--- src/rtl/rtha_ram.sv ---
// Generic single-write, single-read RAM with registered read data.
module rtha_ram #(
  parameter int unsigned WIDTH = 8,
  parameter int unsigned DEPTH = 16
) (
  input  logic                     clk_i,
  input  logic                     we_i,
  input  logic [$clog2(DEPTH)-1:0] waddr_i,
  input  logic [WIDTH-1:0]         wdata_i,
  input  logic                     re_i,
  input  logic [$clog2(DEPTH)-1:0] raddr_i,
  output logic [WIDTH-1:0]         rdata_o
);

  logic [WIDTH-1:0] mem_q [DEPTH];
  logic [WIDTH-1:0] rdata_q;

  always_ff @(posedge clk_i) begin
    if (we_i) begin
      mem_q[waddr_i] <= wdata_i;
    end
    if (re_i) begin
      rdata_q <= mem_q[raddr_i];
    end
  end

  assign rdata_o = rdata_q;

endmodule

--- config.mk ---
export PLATFORM = sky130hd
export DESIGN_NAME = rtha_ram
export DESIGN_NICKNAME = d
export VERILOG_FILES = /design/src/rtl/rtha_ram.sv
export SDC_FILE = /design/constraint.sdc
export NUM_CORES = 1
export LEC_CHECK = 0
export BUFFER_PORTS_ARGS = -buffer_cell sky130_fd_sc_hd__buf_4
export CAP_MARGIN = 5
export CORE_UTILIZATION = 44
export CTS_CLUSTER_SIZE = 25
export DETAILED_ROUTE_END_ITERATION = 10
export PLACE_DENSITY = 0.68
export SLEW_MARGIN = 20
export SYNTH_ARGS = -nofsm -noshare
export SYNTH_HDL_FRONTEND = slang
export SYNTH_SLANG_ARGS = --single-unit
--- constraint.sdc ---
create_clock -name clk_i -period 1.87 [get_ports clk_i]
set_input_delay 0.2805 -clock clk_i [delete_from_list [all_inputs] [get_ports clk_i]]
set_output_delay 0.2805 -clock clk_i [all_outputs]
set_load 0.05 [all_outputs]
# == Yosys cells after proc, flatten, opt, wreduce, memory -nomap -nowiden ==
# Memories as Yosys holds them, arrays and structs flattened. A register that Yosys moved wholly into a read port is not among the register bits.
# Index checks and enable logic that the tools add are counted.
# totals
reg_bits,0
elab_cells,3
output_inout_bits,8
ram_bits,128
mem_count,1
input_bits,19
# memory_table
name,words,word_bits,read_ports,rd_ports_with_merged_regs,write_ports,line_no,source
mem_q,16,8,1,1,1,15,logic [WIDTH-1:0] mem_q [DEPTH];
# classes
muxes,2
# op_table
op,count
$mux 1,2

# == Longest topological paths before layout ==
# depth
ltp_word,2
depth_mapped,5
ltp_nobuf,3

# == Worst setup path after synthesis ==
# OpenSTA, ideal clock, no wires.
# synth_timing
path_kind,input to register
from,input port waddr_i[2]
to,memory mem_q[0][0] (enable)
slack_ps,97
arrival_ps,1390
path_buffers,0
cell_stages,2
t_required_ps,1487
setup_time_ps,383
path_cell_list,or3b_2 nor3_1
# synth_lines
element,line_no,source
"start, declared",8,"input logic [$clog2(DEPTH)-1:0] waddr_i,"
"end, declared",15,
# Straight into the memory's write port.

==> metrics.txt <==
status finished with violations; Worst Path Required slightly above 2000 ps; Post-Syn Area ~5200 µm²; setup_tns 0 ps; Routed WL about 10000 µm; period utilization 0.8316; number of H-tree levels 4; placed inst area around 5700 µm²; Initial Utilization 0.4539; Max stage delay cell, worst path mux4_1; post-synth top area cell edfxtp_1; synth cell count leaders edfxtp_1 (136), mux4_2 (18), a22oi_1 (16); EDFF count, synth 136; post-CTS sizing 0; die area ~12000 µm²; Post-Syn Nets about 250; TritonCTS clock tree yes; Fill cells about 870; Ys Warns 0; post-synthesis sequential area ratio 0.7812; crit path max fanout 1; root buffer cell clkbuf_16; layout cells sized above 1 0.3221; VDD IR max 685.9 µV; min Tclk post-route 1555 ps; GP Congestion 0.6999; failing checks design-rule violations; crit-path cells mux4_1 -> a22oi_1 -> nand2_1; die height ~110 µm; largest net degree at the start of global routing 19; Max Root-Sink Buffers 2; fin area ~6400 µm²; P per Cell Area about 1200 nW/µm²; clock slew seen by the registers of the worst setup and hold paths 60 ps; Slew Limit Fails 0; CP Data Arrival Time around 1700 ps; port buffer count 26; Nets about 310; num rows 39; CP startpoint kind flip-flop; r2r setup slk ~310 ps; Synth Flop Type edfxtp_1; Final Skew between 8 and 9 ps; worst-skew pair later-pin latency ~400 ps; relative slew slack 0.7522; post-route ant nets 0; max-cap violations 0; Vias/cell between 5 and 6; Synth top area share 0.7812; top-count cell post-synth edfxtp_1; final setup fails 0; initial drt markers 184; Post-Layout Cell Count 441; Area Growth Syn to Fin 22.40%; Hold Crit Class in -> reg; total power around 0.0077 W; critical path capture point type flip-flop; Cells after Synth around 230; largest cells by area after synthesis edfxtp_1 (78%), mux4_2 (7.8%), mux4_1 (7.0%), a22oi_1 (2.3%), nor2_1 (0.93%); Hold Vio Cnt, Final 0; first-pass GRT wire length about 16000 µm; #FFs+latches synth between 100 and 150; postcts setup bufs 0; GRT Total Usage 0.1866; worst hold slack 178.7 ps; Leak ~2.2 nW; antenna cells 0; Overflow after GRT 0; synthesized area per cell ~23 µm²; Inserted Clock Buffers 17; io pins 27; Clock Sink Count about 140; FMAX about 640 MHz; die extent in x 111 µm; Netlist cell types 18; drt first pass iters 7; vias in the first global route 2606; async set-reset flop share out of synthesis 0; Worst Tran Pin Value between 300 and 400 ps; Slowest Stage Delay on Critical Path approximately 500 ps; CP Class reg -> reg; placed wire-length estimate approximately 6300 µm; initial antenna violation count 0; Placed Cells just over 400; DRC viols 6; drt wl/cell between 20 and 25 µm; hold buffer count at CTS 0; RSZ-0062 raised after global routing no; Core ar. 11520 µm²; DR vias roughly 2500
-- path summary, 6_finish.rpt --
path                                  start           end  depth (start not counted)
worst min-delay path             wdata_i[1]  mem_q[14][1]                          1
worst max-delay path            mem_q[9][4]    rdata_o[4]                          3
worst max register to register  mem_q[9][4]    rdata_o[4]                          3
worst min register to register  mem_q[7][2]    rdata_o[2]                          3
-- sequential cells by signal, indices dropped and copies added, names as in the netlist --
| register | cells |
|---|---|
| rdata_o | 8 |
| mem_q | 128 |
-- logic make-up (layout without fill, tap and decap cells) --
family | count (synthesis) | in the layout | share of synthesized area
compound gates | 16 | 16 | 0.02298
simple gates | 35 | 35 | 0.03136
buf+inv | 10 | 79 | 0.01651
mux | 32 | 32 | 0.1479
flops | 136 | 136 | 0.7812
-- per-stage QoR --
stage | setup slack, ps | utilization
finish | 314.9 | 0.5556
global route | 262.1 | 0.5556
CTS | 285.5 | 0.5556
detailed placement | 35.26 | 0.4965
global placement | 28.60 | 0.4965
floorplan | 96.63 | -
-- worst max-delay path: cells and delay by family (launching register included) --
family             cells  cell delay, ps
muxes                  1             510
and+or+nand+nor        1              90
DFF                    1             370
AOI/OAI and AO/OA      1             320
-- where the power goes --
| part | switching [W] | total, W | internal (W) | leakage, nW |
|---|---|---|---|---|
| sequential | 0.0000201 | 0.00346 | 0.00344 | 1.24 |
| combinational | 0.000230 | 0.000391 | 0.000162 | 0.625 |
| clock | 0.00121 | 0.00383 | 0.00262 | 0.324 |
-- cells in the final DEF (no fill, tap or decap) --
| cell | n |
|---|---|
| edfxtp_1 | 136 |
| buf_4 | 45 |
| mux4_2 | 18 |
| clkbuf_16 | 17 |
| a22oi_1 | 16 |
| mux4_1 | 14 |
| nor2_1 | 13 |
| nand2_1 | 9 |
| bufinv_16 | 7 |
| nor3_1 | 4 |
| buf_12 | 3 |
| nand3b_1 | 2 |
| nand2b_1 | 2 |
| clkinv_4 | 2 |
| clkinvlp_4 | 2 |
| nor2b_1 | 1 |
| and2_1 | 1 |
| and2b_1 | 1 |
| nand3_1 | 1 |
| or3b_2 | 1 |
| clkbuf_1 | 1 |
| clkinv_1 | 1 |
| clkinv_2 | 1 |
-- per-layer routing --
layer	up-vias	GRT usage	part of all wire
met1	1319	0.2537	0.45
met4	0	0.06575	0.011
met2	71	0.2847	0.50
met5	-	0	0
li1	1096	-	-
met3	8	0.06014	0.040
-- layout make-up --
cell class,count,area (µm²),share of cell area
multi-input cells,83,1057,0.1652
flip-flops and latches,136,4084,0.6382
repair buffers,48,397.9,0.06218
clock inverters,13,251.5,0.03930
well taps,143,178.9,0.02796
clock buffers,18,429.2,0.06707
Note: power is estimated with default switching activity, not from simulation.
